--- src/rtl/lrsv_pkg.sv ---
// ----------------------------------------------------------------------------
// lrsv_pkg: shared types and constants for the log record scan validator
// Status codes, header constants and the output beat layout.
// ----------------------------------------------------------------------------
package lrsv_pkg;

    typedef enum logic [2:0] {
        ST_OK        = 3'd0,
        ST_BAD_MAGIC = 3'd1,
        ST_TRUNCATED = 3'd2,
        ST_BAD_SUM   = 3'd3,
        ST_CLEAN_END = 3'd4
    } status_t;

    localparam logic [31:0] MAGIC_WORD = 32'h504d3443;
    localparam logic [31:0] FNV_BASIS  = 32'd2166136261;
    localparam logic [31:0] FNV_PRIME  = 32'd16777619;

    // Index of the last byte of the 56-byte header.
    localparam logic [5:0]  HDR_LAST   = 6'd55;

    localparam int OUT_OFF_W = 40;
    localparam int TDATA_W   = 304;

endpackage

--- src/rtl/log_record_scan_validator.sv ---
// ----------------------------------------------------------------------------
// log_record_scan_validator: log segment record checker
// Parses record headers, runs FNV-1a over each record and reports good
// records, errors and segment end on a result stream.
// ----------------------------------------------------------------------------
// Results: the accept edge loads the input register, and the result beat enters the
// result queue when that input beat is processed and the queue has room for it.
// Throughput: one input beat per cycle; a beat that causes one result waits while
// the two-entry result queue is full, one that causes two waits until it is empty.
// Reset: aresetn is synchronous, active low; it empties the input register and the
// result queue and returns the parser to the start of a segment at offset zero.
module log_record_scan_validator
    import lrsv_pkg::*;
#(
    parameter int OFFSET_BITS = 40
) (
    input  logic                 aclk,
    input  logic                 aresetn,

    input  logic                 s_tvalid,
    output logic                 s_tready,
    input  logic [7:0]           s_tdata,   // [7:0] data_byte
    input  logic                 s_tlast,   // end_of_segment
    input  logic                 s_tuser,   // [0] no_byte

    output logic                 m_tvalid,
    input  logic                 m_tready,
    // [39:0] record_offset, [103:40] hash_val, [167:104] sequence_res,
    // [231:168] expiry_ms, [263:232] key_length, [295:264] value_length,
    // [296] is_tombstone, [303:297] zero
    output logic [TDATA_W-1:0]   m_tdata,
    output logic                 m_tlast,   // final_res
    output logic [2:0]           m_tuser    // [2:0] status
);

    typedef enum logic [2:0] {
        PH_HEADER = 3'b001,
        PH_KEY    = 3'b010,
        PH_VALUE  = 3'b100
    } phase_t;

    typedef struct packed {
        status_t                status;
        logic [OUT_OFF_W-1:0]   record_offset;
        logic [63:0]            hash_val;
        logic [63:0]            sequence_res;
        logic signed [63:0]     expiry_ms;
        logic [31:0]            key_length;
        logic [31:0]            value_length;
        logic                   is_tombstone;
        logic                   final_res;
    } res_t;

    // Input register
    logic       in_valid_reg;
    logic [7:0] in_byte_reg;
    logic       in_eos_reg;
    logic       in_nob_reg;

    // Parser state
    phase_t                 phase_reg, phase_next;
    logic [5:0]             header_index_reg, header_index_next;
    logic [31:0]            remaining_reg, remaining_next;
    logic [31:0]            running_sum_reg, running_sum_next;
    logic [31:0]            checksum_reg, checksum_next;
    logic [31:0]            magic_reg, magic_next;
    logic [63:0]            hash_reg, hash_next;
    logic [63:0]            seq_reg, seq_next;
    logic [63:0]            expiry_reg, expiry_next;
    logic [31:0]            klen_reg, klen_next;
    logic [31:0]            vlen_reg, vlen_next;
    logic                   tomb_reg, tomb_next;
    logic [OUT_OFF_W-1:0]   record_start_reg, record_start_next;
    logic [OFFSET_BITS-1:0] byte_offset_reg, byte_offset_next;
    logic                   halted_reg, halted_next;

    // Result queue
    res_t       q0_reg, q0_next;
    res_t       q1_reg, q1_next;
    logic [1:0] count_reg, count_next;

    logic [31:0] sum_in;
    logic [31:0] mixed;
    logic [31:0] rem_dec;
    logic [63:0] off_ext;
    logic [63:0] off_next_ext;
    logic        finish;
    res_t        res_a, res_b, first_res;
    logic        va, vb;
    logic [1:0]  n_res;
    logic        proc_fire;
    logic        pop;
    logic [1:0]  base_count;
    res_t        s0, s1;

    assign proc_fire = in_valid_reg && ({1'b0, count_reg} + {1'b0, n_res} <= 3'd2);
    assign s_tready  = !in_valid_reg || proc_fire;

    always_ff @(posedge aclk) begin
        if (!aresetn) begin
            in_valid_reg <= 1'b0;
        end else if (s_tready) begin
            in_valid_reg <= s_tvalid;
        end
        if (s_tready && s_tvalid) begin
            in_byte_reg <= s_tdata;
            in_eos_reg  <= s_tlast;
            in_nob_reg  <= s_tuser;
        end
    end

    always_comb begin
        phase_next        = phase_reg;
        header_index_next = header_index_reg;
        remaining_next    = remaining_reg;
        running_sum_next  = running_sum_reg;
        checksum_next     = checksum_reg;
        magic_next        = magic_reg;
        hash_next         = hash_reg;
        seq_next          = seq_reg;
        expiry_next       = expiry_reg;
        klen_next         = klen_reg;
        vlen_next         = vlen_reg;
        tomb_next         = tomb_reg;
        record_start_next = record_start_reg;
        byte_offset_next  = byte_offset_reg;
        halted_next       = halted_reg;
        res_a             = '0;
        res_b             = '0;
        va                = 1'b0;
        vb                = 1'b0;
        finish            = 1'b0;
        rem_dec           = remaining_reg - 32'd1;
        off_ext           = 64'(byte_offset_reg);

        // The sum restarts from the basis on the first header byte.
        sum_in = running_sum_reg;
        if (phase_reg == PH_HEADER && header_index_reg == '0) begin
            sum_in = FNV_BASIS;
        end
        mixed = (sum_in ^ {24'd0, in_byte_reg}) * FNV_PRIME;

        if (!in_nob_reg && !halted_reg) begin
            unique case (phase_reg)
                PH_HEADER: begin
                    if (header_index_reg == '0) begin
                        record_start_next = off_ext[OUT_OFF_W-1:0];
                    end
                    // The checksum field itself is left out of the sum.
                    if (header_index_reg < 6'd4 || header_index_reg > 6'd7) begin
                        running_sum_next = mixed;
                    end
                    if (header_index_reg < 6'd4) begin
                        magic_next[{header_index_reg[1:0], 3'b000} +: 8] = in_byte_reg;
                    end else if (header_index_reg < 6'd8) begin
                        checksum_next[{header_index_reg[1:0], 3'b000} +: 8] = in_byte_reg;
                    end else if (header_index_reg < 6'd16) begin
                        hash_next[{header_index_reg[2:0], 3'b000} +: 8] = in_byte_reg;
                    end else if (header_index_reg < 6'd24) begin
                        seq_next[{header_index_reg[2:0], 3'b000} +: 8] = in_byte_reg;
                    end else if (header_index_reg >= 6'd32 && header_index_reg < 6'd40) begin
                        expiry_next[{header_index_reg[2:0], 3'b000} +: 8] = in_byte_reg;
                    end else if (header_index_reg >= 6'd40 && header_index_reg < 6'd44) begin
                        klen_next[{header_index_reg[1:0], 3'b000} +: 8] = in_byte_reg;
                    end else if (header_index_reg >= 6'd44 && header_index_reg < 6'd48) begin
                        vlen_next[{header_index_reg[1:0], 3'b000} +: 8] = in_byte_reg;
                    end else if (header_index_reg == 6'd48) begin
                        tomb_next = |in_byte_reg;
                    end
                    header_index_next = header_index_reg + 6'd1;
                    if (header_index_reg == HDR_LAST) begin
                        header_index_next = '0;
                        if (magic_reg != MAGIC_WORD) begin
                            va                  = 1'b1;
                            res_a.status        = ST_BAD_MAGIC;
                            res_a.record_offset = record_start_reg;
                            halted_next         = 1'b1;
                        end else if (klen_reg != '0) begin
                            phase_next     = PH_KEY;
                            remaining_next = klen_reg;
                        end else if (vlen_reg != '0) begin
                            phase_next     = PH_VALUE;
                            remaining_next = vlen_reg;
                        end else begin
                            finish = 1'b1;
                        end
                    end
                end
                default: begin
                    running_sum_next = mixed;
                    remaining_next   = rem_dec;
                    if (rem_dec == '0) begin
                        if (phase_reg == PH_KEY && vlen_reg != '0) begin
                            phase_next     = PH_VALUE;
                            remaining_next = vlen_reg;
                        end else begin
                            finish = 1'b1;
                        end
                    end
                end
            endcase

            if (finish) begin
                phase_next          = PH_HEADER;
                header_index_next   = '0;
                remaining_next      = '0;
                va                  = 1'b1;
                res_a.record_offset = record_start_reg;
                if (mixed == checksum_reg) begin
                    res_a.status       = ST_OK;
                    res_a.hash_val     = hash_reg;
                    res_a.sequence_res = seq_reg;
                    res_a.expiry_ms    = expiry_reg;
                    res_a.key_length   = klen_reg;
                    res_a.value_length = vlen_reg;
                    res_a.is_tombstone = tomb_reg;
                end else begin
                    res_a.status = ST_BAD_SUM;
                    halted_next  = 1'b1;
                end
            end
        end

        if (!in_nob_reg) begin
            byte_offset_next = byte_offset_reg + OFFSET_BITS'(1);
        end
        off_next_ext = 64'(byte_offset_next);

        if (in_eos_reg) begin
            if (!halted_next) begin
                vb = 1'b1;
                if (phase_next == PH_HEADER && header_index_next == '0) begin
                    res_b.status        = ST_CLEAN_END;
                    res_b.record_offset = off_next_ext[OUT_OFF_W-1:0];
                end else begin
                    res_b.status        = ST_TRUNCATED;
                    res_b.record_offset = record_start_next;
                end
            end
            phase_next        = PH_HEADER;
            header_index_next = '0;
            remaining_next    = '0;
            halted_next       = 1'b0;
            byte_offset_next  = '0;
        end

        res_a.final_res = !vb;
        res_b.final_res = 1'b1;
        n_res     = {1'b0, va} + {1'b0, vb};
        first_res = va ? res_a : res_b;
    end

    always_ff @(posedge aclk) begin
        if (!aresetn) begin
            phase_reg        <= PH_HEADER;
            header_index_reg <= '0;
            remaining_reg    <= '0;
            byte_offset_reg  <= '0;
            halted_reg       <= 1'b0;
        end else if (proc_fire) begin
            phase_reg        <= phase_next;
            header_index_reg <= header_index_next;
            remaining_reg    <= remaining_next;
            byte_offset_reg  <= byte_offset_next;
            halted_reg       <= halted_next;
        end
        if (proc_fire) begin
            running_sum_reg  <= running_sum_next;
            checksum_reg     <= checksum_next;
            magic_reg        <= magic_next;
            hash_reg         <= hash_next;
            seq_reg          <= seq_next;
            expiry_reg       <= expiry_next;
            klen_reg         <= klen_next;
            vlen_reg         <= vlen_next;
            tomb_reg         <= tomb_next;
            record_start_reg <= record_start_next;
        end
    end

    // Two-entry result queue; the head beat is driven from q0.
    assign m_tvalid = (count_reg != 2'd0);
    assign pop      = m_tvalid && m_tready;

    always_comb begin
        base_count = count_reg - {1'b0, pop};
        s0         = pop ? q1_reg : q0_reg;
        s1         = q1_reg;
        q0_next    = s0;
        q1_next    = s1;
        count_next = base_count;
        if (proc_fire && n_res != 2'd0) begin
            if (base_count == 2'd0) begin
                q0_next = first_res;
            end else begin
                q1_next = first_res;
            end
            // Two results only enter an empty queue.
            if (n_res == 2'd2) begin
                q1_next = res_b;
            end
            count_next = base_count + n_res;
        end
    end

    always_ff @(posedge aclk) begin
        if (!aresetn) begin
            count_reg <= '0;
        end else begin
            count_reg <= count_next;
        end
        q0_reg <= q0_next;
        q1_reg <= q1_next;
    end

    assign m_tdata = {7'd0, q0_reg.is_tombstone, q0_reg.value_length, q0_reg.key_length,
                      q0_reg.expiry_ms, q0_reg.sequence_res, q0_reg.hash_val,
                      q0_reg.record_offset};
    assign m_tlast = q0_reg.final_res;
    assign m_tuser = q0_reg.status;

endmodule

--- config.mk ---
export PLATFORM = sky130hd
export DESIGN_NAME = log_record_scan_validator
export DESIGN_NICKNAME = d
export VERILOG_FILES = /design/src/rtl/lrsv_pkg.sv /design/src/rtl/log_record_scan_validator.sv
export SDC_FILE = /design/constraint.sdc
export NUM_CORES = 2
export LEC_CHECK = 0
export ABC_AREA = 1
export BUFFER_PORTS_ARGS = -buffer_cell sky130_fd_sc_hd__buf_4
export CAP_MARGIN = 20
export CORE_UTILIZATION = 45
export CTS_BUF_LIST = sky130_fd_sc_hd__clkbuf_2 sky130_fd_sc_hd__clkbuf_4 sky130_fd_sc_hd__clkbuf_8
export CTS_CLUSTER_DIAMETER = 30
export DETAILED_ROUTE_END_ITERATION = 10
export GPL_TIMING_DRIVEN = 1
export REMOVE_ABC_BUFFERS = 1
export SLEW_MARGIN = 30
export SYNTH_ARGS = -nofsm -noshare
export SYNTH_HDL_FRONTEND = slang
export SYNTH_SLANG_ARGS = --single-unit
--- constraint.sdc ---
create_clock -name aclk -period 35.1 [get_ports aclk]
set_clock_uncertainty 0.05 [all_clocks]
set_input_delay 3.51 -clock aclk [delete_from_list [all_inputs] [get_ports aclk]]
set_output_delay 3.51 -clock aclk [all_outputs]
set_load 0.02 [all_outputs]
Word-level counts from Yosys, hierarchy flattened
Cells that the tools add are included.

Bits in registers: 1090. Bits of input ports: 14. Output and inout port bits: 310. Word-level logic and storage cells: 202.

$add $sub $neg: 9. $mul: 1. $lt $le $gt $ge: 12. Eq/ne operators: 13. Shifts and indexed selects: 4. Muxes and demuxes: 79. Bitwise logic cells: 8. Reductions and logical operators: 38.

Operator list (count): $mux 301 (6); $mux 300 (2); $mux 32 (13); $mux 257 (1); $mux 40 (5); $bwmux 64 (3); $mux 43 (3); $bwmux 32 (4); $mux 41 (3); $reduce_bool 32->1 (2); $shift 8x8->64 const A (1); $shiftx 8x8->64 (1); $add 40x1->40 const B (1); $eq 32x32->1 (1); $logic_not 32->1 (1); $mul 32x25->32 const B (1); $ne 32x31->1 const B (1); $shift 8x7->32 const A (1); $shiftx 8x7->32 (1); $sub 32x1->32 const B (1); $xor 32x8->32 (1); $mux 3 (10); $mux 6 (5); $mux 1 (22); 41 further kinds (74).

Depth between registers and ports, before layout
Depth in word-level cells: 17. Depth in mapped cells: 61. Mapped depth without buffers: 56.

Least setup slack after synthesis
Ideal clock, no wire load.

Path kind: reg-to-reg. Start: register header_index_reg[0]. End: register q1_reg[0] (netlist name) (enable). Setup time: 1066 ps. Arrival: 24294 ps. Required time: 33984 ps. Setup slack: 9690 ps. Cell stages (with the launch flop): 41. Path buffers: 2. Period minus slack after synthesis: 25410 ps. Cell sequence: dfxtp_1 -> clkinv_1 -> ha_1 -> buf_2 -> nand3_1 -> nor2_1 -> clkbuf_1 -> or2_2 -> ha_1 -> ha_1 -> fa_1 -> ha_1 -> inv_1 -> fa_1 -> fa_1 -> fa_1 -> inv_1 -> ha_1 -> [5 not listed] -> o21ai_0 -> xor2_1 -> o22ai_1 -> nor2_1 -> nand4_4 -> nand2_1 -> nand2_1 -> nor2_1 -> ha_1 -> ha_1 -> inv_1 -> fa_1 -> o21ai_0 -> nor2_1 -> inv_1 -> nor2_1 -> inv_1 -> a21oi_1.

Cells in the longest elaborated chain, start to end: 17. Elaborated cells between the ends (all ways): 30. Those cells by class: add/sub: 2; mul: 1; order compare: 1; eq/ne: 4; mux: 15; bitwise: 1; reduce/logical: 6.

Ends and longest elaborated chain: start: declaration (line log_record_scan_validator.sv:62) `logic [5:0] header_index_reg, header_index_next;`; start signal: assignment (line log_record_scan_validator.sv:262) `header_index_reg <= header_index_next;`; $logic_not 6->1 * (line log_record_scan_validator.sv:138) `if (phase_reg == PH_HEADER && header_index_reg == '0) begin`; $logic_and 1x1->1 * (line log_record_scan_validator.sv:138); $mux 32 * (line log_record_scan_validator.sv:138); $xor 32x8->32 * (line log_record_scan_validator.sv:141) `mixed = (sum_in ^ {24'd0, in_byte_reg}) * FNV_PRIME;`; $mul 32x25->32 * (line log_record_scan_validator.sv:141); net mixed[29] (line log_record_scan_validator.sv:83) `logic [31:0] mixed;`; $eq 32x32->1 * (line log_record_scan_validator.sv:209) `if (mixed == checksum_reg) begin`; $mux 1 * (line log_record_scan_validator.sv:209); [2 not listed]; $mux 1 * (line log_record_scan_validator.sv:230) `if (!halted_next) begin`; $mux 1 * (line log_record_scan_validator.sv:229) `if (in_eos_reg) begin`; $add 1x1->2 * (line log_record_scan_validator.sv:249) `n_res = {1'b0, va} + {1'b0, vb};`; $add 2x2->3 (line log_record_scan_validator.sv:96) `assign proc_fire = in_valid_reg && ({1'b0, count_reg} + {1'b0, n_res} <= 3'd2);`; $le 3x2->1 (line log_record_scan_validator.sv:96); $logic_and 1x1->1 (line log_record_scan_validator.sv:96); $logic_and 1x1->1 (line log_record_scan_validator.sv:292) `if (proc_fire && n_res != 2'd0) begin`; $reduce_and 2->1 (no source line) *; end signal: assignment (line log_record_scan_validator.sv:313) `q1_reg <= q1_next;`; end: declaration (line log_record_scan_validator.sv:79) `res_t q1_reg, q1_next;`.

Mark *: on every way through the listed nets, which the timed path passes. The rest lies on a longest branch. The select of a mux whose other input is x is not followed. A chain may end at the register's enable or synchronous reset.

Worst setup path in the final report
Start: register phase_reg[2]. End: output port s_tready.

Cells in the longest elaborated chain, start to end: 16. Elaborated cells between the ends (all ways): 26. Those cells by class: add/sub: 2; mul: 1; order compare: 1; eq/ne: 3; mux: 14; bitwise: 1; reduce/logical: 4.

Ends and longest elaborated chain: start: declaration (line log_record_scan_validator.sv:61) `phase_t phase_reg, phase_next;`; start signal: assignment (line log_record_scan_validator.sv:261) `phase_reg <= phase_next;`; $eq 3x1->1 (line log_record_scan_validator.sv:138, log_record_scan_validator.sv:144); $logic_and 1x1->1 (line log_record_scan_validator.sv:138); $mux 32 (line log_record_scan_validator.sv:138); $xor 32x8->32 (line log_record_scan_validator.sv:141); $mul 32x25->32 (line log_record_scan_validator.sv:141); $eq 32x32->1 (line log_record_scan_validator.sv:209); $mux 1 (line log_record_scan_validator.sv:209); $mux 1 (line log_record_scan_validator.sv:203) `if (finish) begin`; $mux 1 (line log_record_scan_validator.sv:143) `if (!in_nob_reg && !halted_reg) begin`; $mux 1 (line log_record_scan_validator.sv:230); $mux 1 (line log_record_scan_validator.sv:229); $add 1x1->2 * (line log_record_scan_validator.sv:249); $add 2x2->3 * (line log_record_scan_validator.sv:96); $le 3x2->1 * (line log_record_scan_validator.sv:96); $logic_and 1x1->1 * (line log_record_scan_validator.sv:96); $logic_or 1x1->1 * (line log_record_scan_validator.sv:97) `assign s_tready = !in_valid_reg || proc_fire;`; end: declaration (line log_record_scan_validator.sv:21) `output logic s_tready,`.

Mark *: on every way between the ends. The rest lies on a longest branch, timed or not. The select of a mux whose other input is x is not followed.

==> results by group <==
Clock network
  – # clock sinks: 1090
  – Htree depth: 4
  – CTS tree: built
  – Clk buf depth: 3
  – Clk slew on worst S/H paths: 60 ps
  – Root Buffer: clkbuf_8
  – Postcts setup bufs: 0
  – Cts repair resizes: 0
  – Total CTS buffers: 238
  – Hold Buf Count CTS: 0
  – Clk_lat worst skew: 950 ps

Job
  – Maxcap violations: 0

GRT
  – GRT Util Overall: 25.6%
  – Initial antenna violation count: 7
  – Vias in the first global route: 40900
  – Global-route wire length before repair: 242000 µm
  – Largest net degree at the start of global routing: about 170
  – GRT overflow: 0

Routing
  – Vias per std cell: ~5.1
  – Routed WL per cell: 19.0 µm
  – First-pass DRT Iterations: 6
  – Via count: roughly 43000
  – Iteration-0 DRC Markers: 3513
  – Post-route ant nets: 0
  – DRC violations left: 0
  – Final WL: 158000 µm

Hold path
  – Min-delay worst type: reg -> reg

Power
  – Leakage: 0.0269 µW
  – Cell Pwr Density: 114 nW/µm²
  – NetSw: between 3000 and 4000 µW
  – Internal Power: approximately 4000 µW
  – Switching Fraction: 44.2%
  – Combinational Power Share: 51.5%
  – Clock Power Share: 23.0%
  – Sequential power share: 25.5%
  – Peak VDD IR: 0.000117 V

Cells and area
  – Layout area overhead: 17.2%
  – Final #Nets: 6768
  – Fillcell total: 11200
  – Max FFs per register: 301
  – Final Core Density: 53.1%
  – Share of layout cells above drive strength 1: 15.8%

STA
  – RSZ-0062 raised after global routing: false
  – Achievable Freq: 66.1 MHz
  – Post-layout min period: 15130 ps
  – Final Cycle Share: a little over two fifths
  – Final hold vios: 0
  – Worst-Margin Slew: 1200 ps
  – Final setup fails: 0
  – Max-slew headroom: 20.1%
  – Setup TNS: 0 ps
  – Pins Over Slew Limit: 0

Placement
  – PortBufs: about 320
  – DP HPWL: 104000 µm
  – GP Congestion: 0.949

Worst setup path
  – Crit Path Max Fanout: 67
  – Crit. End Element: primary output
  – Worst path slowest cell: xor2_1
  – Setup CP Type: reg -> out
  – Crit start category: register
  – Critical Path Max Stage Delay: 710 ps
  – Arr. time, crit path: 11570 ps
  – Required @ worst endpoint: approximately 32000 ps

Yosys
  – Post-synth cell types: 60
  – Synth Cell Area: 54400 µm²
  – Xor-xnor portion of the synthesized cell area: 1.83%
  – #FFs+latches synth: 1090
  – Post-Synth Adder-Cell Area: just over 7%
  – Synthesized instance count: ~6000
  – Sequential element share of the synthesized area: 53.1%
  – Mean Syn Cell Area: between 8 and 9 µm²
  – Ys Warns: 0
  – Post-Synth Simple-Gate Area: 23.1%
  – Multiplexer area fraction after synthesis: 0%
  – Largest family of logic cells by synthesized area: simple AND/OR/NAND/NOR gates
  – Synth Area in Compound Gates: 7.42%

Die
  – Area of the core: 120000 µm²
  – Die height: 350 µm
  – IO Count: 324
  – Core Rows: 127
  – Die area: 122000 µm²
  – Die extent in x: ~350 µm
  – Initial Util: 45.4%

Outcome
  – Run status: complete, no violations
==> worst max-delay path, delay by kind of cell, from the launching register on <==
family	cells	cell delay, ps
adders and majority gates	10	3330
xor gates and xnor gates	2	900
DFF	1	380
buffers and inverters	13	2120
and+or+nand+nor	17	2550
AOI/OAI and AO/OA	5	1270
==> stage by stage <==
stage / area (µm²) / std cells / hold slack, ps / power, µW / worst slack, ps
final: 63700 / 8317 / 432 / 7270 / 19970
after global routing: 63700 / 8315 / 438 / 7860 / 19210
after CTS: 63700 / 8312 / 427 / 7310 / 19960
after detailed placement: 57800 / 7858 / 423 / 5600 / 21030
after global placement: 57800 / 7856 / 418 / 5600 / 21220
after floorplan: 52900 / 5888 / 405 / 4480 / 3560
==> layout make-up <==
class / count / area (µm²) / share of cell area [%]
sequential: 1090 / 28900 / 45.3
clock buffer: 283 / 3730 / 5.85
multi-input combinational: 4134 / 21600 / 33.9
clock inverter: 171 / 2150 / 3.37
tap: 1612 / 2020 / 3.16
inverter: 664 / 2500 / 3.92
timing repair buffer: 359 / 2840 / 4.46
antenna: 4 / 10.0 / 0.0157
==> placed cells by master, fill, tap and decap left out, drive strengths merged, types with 4 or more instances in the layout <==
master | synthesis | final
o21ai | 437 | 437
clkbuf | 215 | 283
a21o | 7 | 7
inv | 637 | 646
clkinvlp | 0 | 32
or2 | 18 | 18
clkinv | 27 | 116
nand2 | 2091 | 2091
a31oi | 13 | 13
buf | 86 | 359
xor2 | 78 | 78
nor2 | 604 | 604
nor3 | 39 | 39
a211oi | 21 | 21
o21bai | 7 | 7
edfxtp | 704 | 704
bufinv | 0 | 41
fa | 75 | 75
ha | 192 | 192
dfxtp | 386 | 386
nand3 | 157 | 157
a21oi | 165 | 165
diode | 0 | 4
xnor2 | 25 | 25
a22oi | 6 | 6
nand3b | 7 | 7
a311oi | 4 | 4
nor4 | 35 | 35
nand4 | 113 | 113
conb | 1 | 7
o211ai | 8 | 8
==> cells in the mapped netlist (all sizes together) <==
| library cell | number | share of area [%] |
|---|---|---|
| or4 | 2 | 0.028 |
| o311ai | 1 | 0.016 |
| conb | 1 | 0.0069 |
| nor4 | 35 | 0.40 |
| o2111ai | 2 | 0.032 |
| xnor2 | 25 | 0.40 |
| clkinv | 27 | 0.19 |
| edfxtp | 704 | 39 |
| a311oi | 4 | 0.064 |
| o21a | 3 | 0.041 |
| inv | 637 | 4.4 |
| o22ai | 1 | 0.012 |
| a31oi | 13 | 0.15 |
| fa | 75 | 2.8 |
| a21oi | 165 | 1.5 |
| xor2 | 78 | 1.3 |
| ha | 192 | 4.4 |
| a32oi | 1 | 0.016 |
| nand4 | 113 | 1.3 |
| nor2 | 604 | 4.3 |
| xnor3 | 1 | 0.041 |
| a221oi | 3 | 0.048 |
| nand3b | 7 | 0.097 |
| and2 | 2 | 0.023 |
| nand2 | 2091 | 15 |
| o211ai | 8 | 0.11 |
| a311o | 2 | 0.037 |
| a2bb2oi | 3 | 0.048 |
| or2 | 18 | 0.21 |
| nand3 | 157 | 1.5 |
| a22oi | 6 | 0.083 |
| nor3 | 39 | 0.36 |
| a21boi | 2 | 0.028 |
| xor3 | 1 | 0.044 |
| dfxtp | 386 | 14 |
| clkbuf | 215 | 1.5 |
| o21ai | 437 | 4.7 |
| a211oi | 21 | 0.29 |
| buf | 86 | 1.3 |
| a21o | 7 | 0.097 |
| o21bai | 7 | 0.097 |
| nor3b | 1 | 0.014 |
==> logic make-up after synthesis <==
kind of cell / after synthesis
xor+xnor: 105
fa+ha+maj: 267
simple gates: 3069
flops: 1090
compound gates: 686
other cells: 1
buf+inv: 965
==> path summary, 6_finish.rpt <==
kind / startpoint / to / slack, ps / cells after the start
worst max-delay path: phase_reg[2] / s_tready / 19970 / 47
worst min-delay path: phase_reg[1] / phase_reg[1] / 430 / 2
worst max register to register: phase_reg[2] / hash_reg[25] / 21350 / 52
worst min register to register: phase_reg[1] / phase_reg[1] / 430 / 2
==> power groups by stage <==
| stage | clock, µW | combinational, µW | sequential [µW] |
|---|---|---|---|
| 3_3_place_gp | 0 | 3720 | 1880 |
| 5_1_grt | 1760 | 4230 | 1870 |
| 3_5_place_dp | 0 | 3720 | 1880 |
| 6_report | 1670 | 3750 | 1850 |
| 4_1_cts | 1700 | 3750 | 1860 |
| 2_1_floorplan | 0 | 2460 | 2020 |
==> per-layer routing <==
layer  GRT usage, %  routed length (µm)
met1           35.5               70900
met5              0                  13
met4           8.64                4250
met2           40.3               72200
met3           4.64               10500
No activity file was read; power rests on OpenSTA's default activity.
